[config.mk]
export PLATFORM = sky130hd
export DESIGN_NAME = fit_policy_partition_allocator_flat
export DESIGN_NICKNAME = d
export VERILOG_FILES = /design/src/rtl/fpa_pkg.sv /design/src/rtl/fpa_item_if.sv /design/src/rtl/fpa_result_if.sv /design/src/rtl/fpa_ctrl.sv /design/src/rtl/fpa_datapath.sv /design/src/rtl/fit_policy_partition_allocator.sv /design/src/flat_wrapper.sv
export SDC_FILE = /design/constraint.sdc
export NUM_CORES = 1
export LEC_CHECK = 0
export BUFFER_PORTS_ARGS = -buffer_cell sky130_fd_sc_hd__buf_2
export CAP_MARGIN = 10
export CORE_UTILIZATION = 60
export CTS_CLUSTER_SIZE = 25
export DETAILED_ROUTE_END_ITERATION = 10
export GPL_ROUTABILITY_DRIVEN = 0
export PLACE_DENSITY = 0.83
export SYNTH_ARGS = -nofsm -noshare
export SYNTH_HDL_FRONTEND = slang
export SYNTH_SLANG_ARGS = --single-unit
[constraint.sdc]
create_clock -name clk -period 5.1 [get_ports clk]
set_input_delay 0.51 -clock clk [delete_from_list [all_inputs] [get_ports clk]]
set_output_delay 0.51 -clock clk [all_outputs]
set_load 0.005 [all_outputs]
[src/rtl/fpa_pkg.sv]
package fpa_pkg;

  // Fixed field widths of the item and result channels.
  localparam int ACTION_W = 1;
  localparam int SLOT_W   = 4;
  localparam int AMOUNT_W = 16;
  localparam int MODE_W   = 2;
  localparam int COUNT_W  = 5;

  // Configuration port.
  localparam int CFG_IDX_W  = 1;
  localparam int CFG_DATA_W = 5;

  localparam logic [CFG_IDX_W-1:0] REG_FIT_MODE   = 1'd0;
  localparam logic [CFG_IDX_W-1:0] REG_PART_COUNT = 1'd1;

  // Placement rules. The unused code behaves as first fit.
  localparam logic [MODE_W-1:0] FIT_FIRST = 2'd0;
  localparam logic [MODE_W-1:0] FIT_BEST  = 2'd1;
  localparam logic [MODE_W-1:0] FIT_WORST = 2'd2;

  localparam logic [ACTION_W-1:0] ACT_LOAD    = 1'b0;
  localparam logic [ACTION_W-1:0] ACT_REQUEST = 1'b1;

  typedef struct packed {
    logic capture;
    logic scan_issue;
    logic load_wr;
    logic update_wr;
    logic refuse;
    logic out_load;
  } fpa_cmd_t;

  typedef struct packed {
    logic in_is_request;
    logic count_zero;
    logic scan_last;
    logic out_free;
  } fpa_stat_t;

endpackage

[src/rtl/fpa_item_if.sv]
interface fpa_item_if
  import fpa_pkg::*;
();
  logic                valid;
  logic                ready;
  logic [ACTION_W-1:0] action;
  logic [SLOT_W-1:0]   slot;
  logic [AMOUNT_W-1:0] amount;

  modport source (output valid, output action, output slot, output amount, input ready);
  modport sink   (input valid, input action, input slot, input amount, output ready);
endinterface

[src/rtl/fpa_result_if.sv]
interface fpa_result_if
  import fpa_pkg::*;
();
  logic                valid;
  logic                ready;
  logic                granted;
  logic [SLOT_W-1:0]   chosen_slot;
  logic [AMOUNT_W-1:0] remaining;

  modport source (output valid, output granted, output chosen_slot, output remaining,
                  input ready);
  modport sink   (input valid, input granted, input chosen_slot, input remaining,
                  output ready);
endinterface

[src/rtl/fpa_ctrl.sv]
module fpa_ctrl
  import fpa_pkg::*;
(
  input  logic      clk,
  input  logic      rst_n,
  input  logic      in_valid,
  output logic      in_ready,
  input  fpa_stat_t stat,
  output fpa_cmd_t  cmd
);

  typedef enum logic [2:0] {
    S_IDLE,
    S_LOAD,
    S_SCAN,
    S_DRAIN,
    S_UPDATE,
    S_DONE
  } state_t;

  state_t state_r, state_nxt;

  always_comb begin
    cmd       = '0;
    state_nxt = state_r;
    in_ready  = 1'b0;
    unique case (state_r)
      S_IDLE: begin
        in_ready    = 1'b1;
        cmd.capture = in_valid;
        if (in_valid) begin
          state_nxt = stat.in_is_request ? S_SCAN : S_LOAD;
        end
      end
      S_LOAD: begin
        cmd.load_wr = 1'b1;
        state_nxt   = S_DONE;
      end
      S_SCAN: begin
        if (stat.count_zero) begin
          cmd.refuse = 1'b1;
          state_nxt  = S_DONE;
        end else begin
          cmd.scan_issue = 1'b1;
          if (stat.scan_last) begin
            state_nxt = S_DRAIN;
          end
        end
      end
      // The last entry read is compared here; the pick is final afterwards.
      S_DRAIN: begin
        state_nxt = S_UPDATE;
      end
      S_UPDATE: begin
        cmd.update_wr = 1'b1;
        state_nxt     = S_DONE;
      end
      S_DONE: begin
        cmd.out_load = stat.out_free;
        if (stat.out_free) begin
          state_nxt = S_IDLE;
        end
      end
      default: begin
        state_nxt = S_IDLE;
      end
    endcase
  end

  always_ff @(posedge clk) begin
    if (!rst_n) begin
      state_r <= S_IDLE;
    end else begin
      state_r <= state_nxt;
    end
  end

  a_done_waits: assert property (@(posedge clk) disable iff (!rst_n)
    (state_r == S_DONE && !stat.out_free) |=> state_r == S_DONE)
    else $error("result left the controller while the output register was full");

  a_cmd_exclusive: assert property (@(posedge clk) disable iff (!rst_n)
    $onehot0({cmd.load_wr, cmd.update_wr, cmd.refuse, cmd.out_load, cmd.scan_issue}))
    else $error("controller issued conflicting commands");

  a_accept_starts_work: assert property (@(posedge clk) disable iff (!rst_n)
    (state_r == S_IDLE && in_valid) |=> (state_r == S_SCAN || state_r == S_LOAD))
    else $error("accepted request did not start a load or a scan");

endmodule

[src/rtl/fpa_datapath.sv]
module fpa_datapath
  import fpa_pkg::*;
#(
  parameter int SLOTS     = 16,
  parameter int SIZE_BITS = 16
) (
  input  logic                  clk,
  input  logic                  rst_n,
  input  logic                  cfg_we,
  input  logic [CFG_IDX_W-1:0]  cfg_idx,
  input  logic [CFG_DATA_W-1:0] cfg_data,
  input  logic [ACTION_W-1:0]   in_action,
  input  logic [SLOT_W-1:0]     in_slot,
  input  logic [AMOUNT_W-1:0]   in_amount,
  input  fpa_cmd_t              cmd,
  output fpa_stat_t             stat,
  output logic                  out_valid,
  input  logic                  out_ready,
  output logic                  out_granted,
  output logic [SLOT_W-1:0]     out_chosen_slot,
  output logic [AMOUNT_W-1:0]   out_remaining
);

  localparam int IW = $clog2(SLOTS);
  localparam int CW = $clog2(SLOTS + 1);
  localparam int MW = (CW > COUNT_W) ? CW : COUNT_W;

  logic [MODE_W-1:0]    fit_mode_r;
  logic [COUNT_W-1:0]   part_count_r;
  logic [SLOT_W-1:0]    slot_r;
  logic [SIZE_BITS-1:0] amt_r;

  logic [SIZE_BITS-1:0] mem [SLOTS];
  logic [SLOTS-1:0]     loaded_r;

  logic [CW-1:0]        scan_idx_r;
  logic [SIZE_BITS-1:0] rd_data_r;
  logic                 rd_loaded_r;
  logic                 cmp_vld_r;
  logic [IW-1:0]        cmp_idx_r;
  logic                 found_r;
  logic [IW-1:0]        pick_idx_r;
  logic [SIZE_BITS-1:0] pick_val_r;

  logic                 res_granted_r;
  logic [IW-1:0]        res_slot_r;
  logic [SIZE_BITS-1:0] res_rem_r;

  logic                 out_valid_r;
  logic                 out_granted_r;
  logic [SLOT_W-1:0]    out_slot_r;
  logic [AMOUNT_W-1:0]  out_rem_r;

  logic [MW-1:0]        pc_w;
  logic [MW-1:0]        count_w;
  logic [CW-1:0]        count;
  logic                 slot_ok;
  logic [IW-1:0]        slot_idx;
  logic [IW-1:0]        scan_addr;
  logic [SIZE_BITS-1:0] entry_val;
  logic                 take;
  logic                 wr_en;
  logic [IW-1:0]        wr_addr;
  logic [SIZE_BITS-1:0] wr_data;
  logic [SIZE_BITS-1:0] left_val;

  // Partition count above the table depth is clamped to the depth.
  assign pc_w      = MW'(part_count_r);
  assign count_w   = (pc_w > MW'(SLOTS)) ? MW'(SLOTS) : pc_w;
  assign count     = CW'(count_w);
  assign slot_ok   = int'(slot_r) < SLOTS;
  assign slot_idx  = IW'(slot_r);
  assign scan_addr = scan_idx_r[IW-1:0];
  assign left_val  = pick_val_r - amt_r;

  assign stat.in_is_request = (in_action == ACT_REQUEST);
  assign stat.count_zero    = (count == '0);
  assign stat.scan_last     = (scan_idx_r == CW'(count - CW'(1)));
  assign stat.out_free      = !out_valid_r || out_ready;

  // A partition that was never loaded holds zero.
  assign entry_val = rd_loaded_r ? rd_data_r : '0;

  always_comb begin
    take = 1'b0;
    if (cmp_vld_r && entry_val >= amt_r) begin
      if (!found_r) begin
        take = 1'b1;
      end else if (fit_mode_r == FIT_BEST) begin
        take = entry_val < pick_val_r;
      end else if (fit_mode_r == FIT_WORST) begin
        take = entry_val > pick_val_r;
      end
    end
  end

  assign wr_en   = (cmd.load_wr && slot_ok) || (cmd.update_wr && found_r);
  assign wr_addr = cmd.load_wr ? slot_idx : pick_idx_r;
  assign wr_data = cmd.load_wr ? amt_r : left_val;

  always_ff @(posedge clk) begin
    if (wr_en) begin
      mem[wr_addr] <= wr_data;
    end
    if (cmd.scan_issue) begin
      rd_data_r   <= mem[scan_addr];
      rd_loaded_r <= loaded_r[scan_addr];
    end
  end

  always_ff @(posedge clk) begin
    if (!rst_n) begin
      fit_mode_r   <= FIT_FIRST;
      part_count_r <= '0;
      loaded_r     <= '0;
      cmp_vld_r    <= 1'b0;
      found_r      <= 1'b0;
      scan_idx_r   <= '0;
      out_valid_r  <= 1'b0;
    end else begin
      if (cfg_we) begin
        if (cfg_idx == REG_FIT_MODE) begin
          fit_mode_r <= cfg_data[MODE_W-1:0];
        end else if (cfg_idx == REG_PART_COUNT) begin
          part_count_r <= cfg_data[COUNT_W-1:0];
        end
      end
      if (wr_en) begin
        loaded_r[wr_addr] <= 1'b1;
      end
      cmp_vld_r <= cmd.scan_issue;
      if (cmd.capture) begin
        found_r    <= 1'b0;
        scan_idx_r <= '0;
      end else begin
        if (take) begin
          found_r <= 1'b1;
        end
        if (cmd.scan_issue) begin
          scan_idx_r <= scan_idx_r + CW'(1);
        end
      end
      if (cmd.out_load) begin
        out_valid_r <= 1'b1;
      end else if (out_ready) begin
        out_valid_r <= 1'b0;
      end
    end
  end

  always_ff @(posedge clk) begin
    if (cmd.capture) begin
      slot_r <= in_slot;
      amt_r  <= SIZE_BITS'(in_amount);
    end
    if (cmd.scan_issue) begin
      cmp_idx_r <= scan_addr;
    end
    if (take) begin
      pick_idx_r <= cmp_idx_r;
      pick_val_r <= entry_val;
    end
    if (cmd.load_wr) begin
      res_granted_r <= slot_ok;
      res_slot_r    <= slot_ok ? slot_idx : '0;
      res_rem_r     <= slot_ok ? amt_r : '0;
    end else if (cmd.update_wr) begin
      res_granted_r <= found_r;
      res_slot_r    <= found_r ? pick_idx_r : '0;
      res_rem_r     <= found_r ? left_val : '0;
    end else if (cmd.refuse) begin
      res_granted_r <= 1'b0;
      res_slot_r    <= '0;
      res_rem_r     <= '0;
    end
    if (cmd.out_load) begin
      out_granted_r <= res_granted_r;
      out_slot_r    <= SLOT_W'(res_slot_r);
      out_rem_r     <= AMOUNT_W'(res_rem_r);
    end
  end

  assign out_valid       = out_valid_r;
  assign out_granted     = out_granted_r;
  assign out_chosen_slot = out_slot_r;
  assign out_remaining   = out_rem_r;

  a_scan_in_range: assert property (@(posedge clk) disable iff (!rst_n)
    cmd.scan_issue |-> (count != '0) && (scan_idx_r < count))
    else $error("scan read beyond the partitions in use");

  a_grant_shrinks: assert property (@(posedge clk) disable iff (!rst_n)
    (cmd.update_wr && found_r) |=> res_granted_r && (res_rem_r <= $past(pick_val_r)))
    else $error("granted request left more than the partition held");

  a_out_no_overwrite: assert property (@(posedge clk) disable iff (!rst_n)
    cmd.out_load |-> (!out_valid_r || out_ready))
    else $error("output register overwritten before it was taken");

endmodule

[src/rtl/fit_policy_partition_allocator.sv]
// Partition allocator with first, best and worst fit placement. A load request
// writes one partition's free size in its load state, and its result then
// goes to the output register. An allocation request reads the partitions
// in use one per cycle through the single read port of the size table, or,
// when partition_count is zero, reads none and is refused outright. The scan
// always covers every partition in use, whatever the placement rule. One
// request is worked on at a time, but the next one is accepted while a
// finished result still waits in the output register. The size table needs no
// clearing pass after reset: each entry carries a loaded flag that reset
// clears, and an entry never loaded reads as zero.
module fit_policy_partition_allocator
  import fpa_pkg::*;
#(
  parameter int SLOTS     = 16,
  parameter int SIZE_BITS = 16
) (
  input  logic                  clk,
  input  logic                  rst_n,
  input  logic                  cfg_we,
  input  logic [CFG_IDX_W-1:0]  cfg_idx,
  input  logic [CFG_DATA_W-1:0] cfg_data,
  fpa_item_if.sink              in_req,
  fpa_result_if.source          out_res
);

  fpa_cmd_t  cmd;
  fpa_stat_t stat;
  logic      in_ready;

  assign in_req.ready = in_ready;

  fpa_ctrl u_ctrl (
    .clk      (clk),
    .rst_n    (rst_n),
    .in_valid (in_req.valid),
    .in_ready (in_ready),
    .stat     (stat),
    .cmd      (cmd)
  );

  fpa_datapath #(
    .SLOTS     (SLOTS),
    .SIZE_BITS (SIZE_BITS)
  ) u_datapath (
    .clk             (clk),
    .rst_n           (rst_n),
    .cfg_we          (cfg_we),
    .cfg_idx         (cfg_idx),
    .cfg_data        (cfg_data),
    .in_action       (in_req.action),
    .in_slot         (in_req.slot),
    .in_amount       (in_req.amount),
    .cmd             (cmd),
    .stat            (stat),
    .out_valid       (out_res.valid),
    .out_ready       (out_res.ready),
    .out_granted     (out_res.granted),
    .out_chosen_slot (out_res.chosen_slot),
    .out_remaining   (out_res.remaining)
  );

endmodule
[src/flat_wrapper.sv]
// flat-port wrapper written by rule: the top's interface ports become plain ports
module fit_policy_partition_allocator_flat import fpa_pkg::*;
#(
  parameter int SLOTS     = 16,
  parameter int SIZE_BITS = 16
)
  (clk, rst_n, cfg_we, cfg_idx, cfg_data, in_req_valid, in_req_action, in_req_slot, in_req_amount, in_req_ready, out_res_valid, out_res_granted, out_res_chosen_slot, out_res_remaining, out_res_ready);
  fpa_item_if in_req_i ();
  fpa_result_if out_res_i ();
  input  logic clk;
  input  logic rst_n;
  input  logic cfg_we;
  input  logic [CFG_IDX_W-1:0] cfg_idx;
  input  logic [CFG_DATA_W-1:0] cfg_data;
  input wire logic [$bits(in_req_i.valid)-1:0] in_req_valid;
  input wire logic [$bits(in_req_i.action)-1:0] in_req_action;
  input wire logic [$bits(in_req_i.slot)-1:0] in_req_slot;
  input wire logic [$bits(in_req_i.amount)-1:0] in_req_amount;
  output wire logic [$bits(in_req_i.ready)-1:0] in_req_ready;
  output wire logic [$bits(out_res_i.valid)-1:0] out_res_valid;
  output wire logic [$bits(out_res_i.granted)-1:0] out_res_granted;
  output wire logic [$bits(out_res_i.chosen_slot)-1:0] out_res_chosen_slot;
  output wire logic [$bits(out_res_i.remaining)-1:0] out_res_remaining;
  input wire logic [$bits(out_res_i.ready)-1:0] out_res_ready;
  assign in_req_i.valid = in_req_valid;
  assign in_req_i.action = in_req_action;
  assign in_req_i.slot = in_req_slot;
  assign in_req_i.amount = in_req_amount;
  assign in_req_ready = in_req_i.ready;
  assign out_res_valid = out_res_i.valid;
  assign out_res_granted = out_res_i.granted;
  assign out_res_chosen_slot = out_res_i.chosen_slot;
  assign out_res_remaining = out_res_i.remaining;
  assign out_res_i.ready = out_res_ready;
  fit_policy_partition_allocator #(.SLOTS(SLOTS), .SIZE_BITS(SIZE_BITS)) u_core (.clk(clk), .rst_n(rst_n), .cfg_we(cfg_we), .cfg_idx(cfg_idx), .cfg_data(cfg_data), .in_req(in_req_i), .out_res(out_res_i));
endmodule
==> reports/summary.txt <==
# setup viols final: 0
Largest net degree at the start of global routing: 70
# Post-CTS Setup Buffers: 0
CTS root buf: clkbuf_16
Slew Limit Headroom: 15.27%
Yosys Warn Count: 0
Synth cell types: 59
Grt peak-use layer: met2
CP cell instances: and2_1 > ha_1 > a2111oi_0 > nand2_1 > a31oi_1 > o311ai_0 > or3b_1 > a31oi_2 > buf_4
Worst hold path depth: 1
Max Cap Viol: 0
Clock sink count: 393
Post-Synthesis Cell Area: 16350 um^2
Via count: 9062
WP data arrival: 3.60 ns
CTS Buffer Depth: 3
CP startpoint kind: register
ANT nets after route: 0
Placed cell areas: 17140 um^2
Vias in the first global route: 9073
Row count: 60
Fmax: 0.2945 GHz
# port buffers: 54
Fraction of registers with async set/reset: 0%
Pwr Density: 403.6 nW/um^2
Tightest Pin Transition: 1.270 ns
CTS buffer count: 39
Dpl hpwl: 20.65 mm
Die footprint: 27910 um^2
Met1 usage: 34.48%
Critical Path Start: u_core.u_datapath.rd_loaded_r
Layout cells sized above 1: 23.62%
Area of the core: 26880 um^2
Final Instance Area: 18480 um^2
Worst vdd ir: 0.2279 mV
Class of the worst hold path: input pin to register
Mapped Cells: 965
DIE HEIGHT: 167.1 um
Pre-antenna DRT Iters: 5
Starting DRT DRC Count: 937
Starting density of the core: 60.83%
Crit. End Element: register
H-tree depth: 2
Final slew viol count: 0
Min-delay src: in_req_amount[6]
Met2 usage in global routing: 43.79%
Slowest cell delay on critical path: 0.56 ns
Final setup TNS: 0 ns
Crit path max fanout: 20
Vias per std cell: 6.341
Most common cell after layout, fill and taps aside: edfxtp_1
Residual DRC count: 0
Worst clock skew: 0.01866 ns
Status: finished clean
First-pass GRT wire length: 53.20 mm
DIE WIDTH: 167.1 um
Clk_lat worst skew: 0.54 ns
RSZ-0062 raised after global routing: no
Crit Path Class: register to register
Grt ovf: 0
P_leak: 6.329 nW
Register area share after synthesis: 70.04%
Syn Nets: 1047
Ports: 55
Placed cells: 1351
Endpoints failing hold: 0
# hold bufs at CTS: 0
Commonest non-fill, non-tap cells in the layout: edfxtp_1, mux4_2, nor2_1
Critical Path RT: 5.30 ns
Final min period: 3.395 ns
Ant diodes: 0
Final worst path period share: 66.58%
Worst-path clk slew: 0.06 ns
Highest-delay cell along the critical path: edfxtp_1
Crit Reg-Reg Startpoint: u_core.u_datapath.rd_loaded_r
CTS tree: yes
Finished Layout Cells: 1429
Post-synth EDFFs: 358
Area Growth Syn to Fin: 13.06%
WL/cell: 24.65 um
R2r worst-path depth: 9
Syn avg cell area: 16.94 um^2
Met3 GRT Util: 3.945%
Drt total wl: 35.23 mm
Post-CTS sizing: 0
Post-synth top flop: edfxtp_1
Initial antenna violation count: 0
Layout Nets: 1139
All-Layer GR Usage: 26.15%
Synth Register Bits: 393
## critical path: cells and delay by family, from the launching register on
| kind | cells | cell delay [ns] |
|---|---|---|
| adder cells (fa/ha/maj) | 1 | 0.32 |
| flip-flops | 1 | 0.56 |
| buffers and inverters | 1 | 0.31 |
| AO/OA/AOI/OAI | 4 | 1.08 |
| AND/OR/NAND/NOR | 3 | 0.78 |
## cell usage after synthesis (2+ instances only)
cell / number / area, um^2
mux4_2: 85 / 1914
a21o_1: 5 / 37.54
a21oi_2: 2 / 17.52
nor3b_1: 2 / 15.01
o31ai_1: 2 / 15.01
o21ai_2: 3 / 26.28
nor3_1: 11 / 55.05
buf_1: 2 / 7.510
nor4_1: 2 / 12.51
edfxtp_1: 358 / 10750
a31oi_1: 6 / 37.54
nand4_1: 8 / 50.05
xnor2_1: 7 / 61.31
o31a_1: 2 / 17.52
o21a_1: 8 / 60.06
nand2_1: 46 / 172.7
o21ai_0: 35 / 175.2
nand3_1: 8 / 40.04
a21oi_1: 36 / 180.2
o211ai_1: 3 / 22.52
a22o_1: 5 / 43.79
buf_6: 3 / 33.78
mux2i_1: 3 / 30.03
buf_2: 12 / 60.06
or3_1: 2 / 12.51
a211oi_1: 5 / 37.54
xor2_1: 12 / 105.1
clkbuf_1: 23 / 86.33
nand2b_1: 10 / 62.56
nor2b_1: 15 / 93.84
ha_1: 49 / 613.1
and2_1: 18 / 112.6
nor2_1: 69 / 259.0
nand3b_1: 2 / 15.01
and3_1: 4 / 25.02
dfxtp_1: 35 / 700.7
mux2_2: 3 / 33.78
inv_1: 43 / 161.4
## registers in the layout, indices dropped and copies added, names as in the netlist, 2 cells and up
register and cells:
u_core.u_datapath.loaded_r 16, u_core.u_datapath.scan_idx_r 5, u_core.u_datapath.amt_r 16, u_core.u_datapath.cmp_idx_r 4, u_core.u_ctrl.state_r 3, u_core.u_datapath.pick_idx_r 4
u_core.u_datapath.slot_idx 4, u_core.u_datapath.part_count_r 5, u_core.u_datapath.out_remaining 16, u_core.u_datapath.mem 256, u_core.u_datapath.pick_val_r 16, u_core.u_datapath.res_rem_r 16
u_core.u_datapath.res_slot_r 4, u_core.u_datapath.out_chosen_slot 4, u_core.u_datapath.fit_mode_r 2, u_core.u_datapath.rd_data_r 16
## metal layers
layer / vias to the layer above / wire, um / part of all wire [%]
met5: - / 0 / 0
met2: 405 / 17780 / 50
met1: 4622 / 14030 / 40
met4: 0 / 1250 / 3.5
li1: 3949 / - / -
met3: 86 / 2178 / 6.2
## per-stage QoR
stage                     worst slack [ns]  power (mW)  hold WS (ns)  util [%]
after floorplan                      1.449       4.357        0.4003         -
after detailed placement             1.825       4.604        0.4045     63.78
after CTS                            1.724       7.464        0.1452     68.58
after global placement               1.976       4.564        0.4017     63.78
after global routing                 1.571       7.657        0.1483     68.78
final                                1.705       7.459        0.1607     68.78
## power breakdown
part           internal [mW]  leakage, nW  switching (mW)
Sequential              3.84         3.54          0.0549
Combinational          0.203         2.16           0.468
Clock                   1.70        0.630            1.19
Total                   5.75         6.33            1.71
## path summary, 6_finish.rpt
check / to / slack, ns
min: u_core.u_datapath.amt_r[6] / 0.16
max reg2reg: u_core.u_datapath.pick_idx_r[1] / 1.70
min reg2reg: u_core.u_datapath.out_remaining[0] / 0.42
max: u_core.u_datapath.pick_idx_r[1] / 1.70
## kinds of logic (layout without fill, tap and decap cells)
group | count (synthesis) | in the layout | share of synthesized area [%]
adders and majority gates | 50 | 50 | 3.872
muxes | 91 | 91 | 12.10
AOI/OAI and AO/OA | 127 | 127 | 4.898
xor gates and xnor gates | 19 | 19 | 1.018
and+or+nand+nor | 202 | 202 | 5.939
buffers and inverters | 83 | 206 | 2.135
DFF | 393 | 393 | 70.04
## final cells by class
class                      count  area, um^2
sequential                   393       11460
fill                        1629        8392
multi-input combinational    489        4583
clock buffer                  50        1039
timing repair buffer          91       568.0
tap                          341       426.7
clock inverter                22       250.2
inverter                      43       161.4
(Power assumes the default switching activity.)
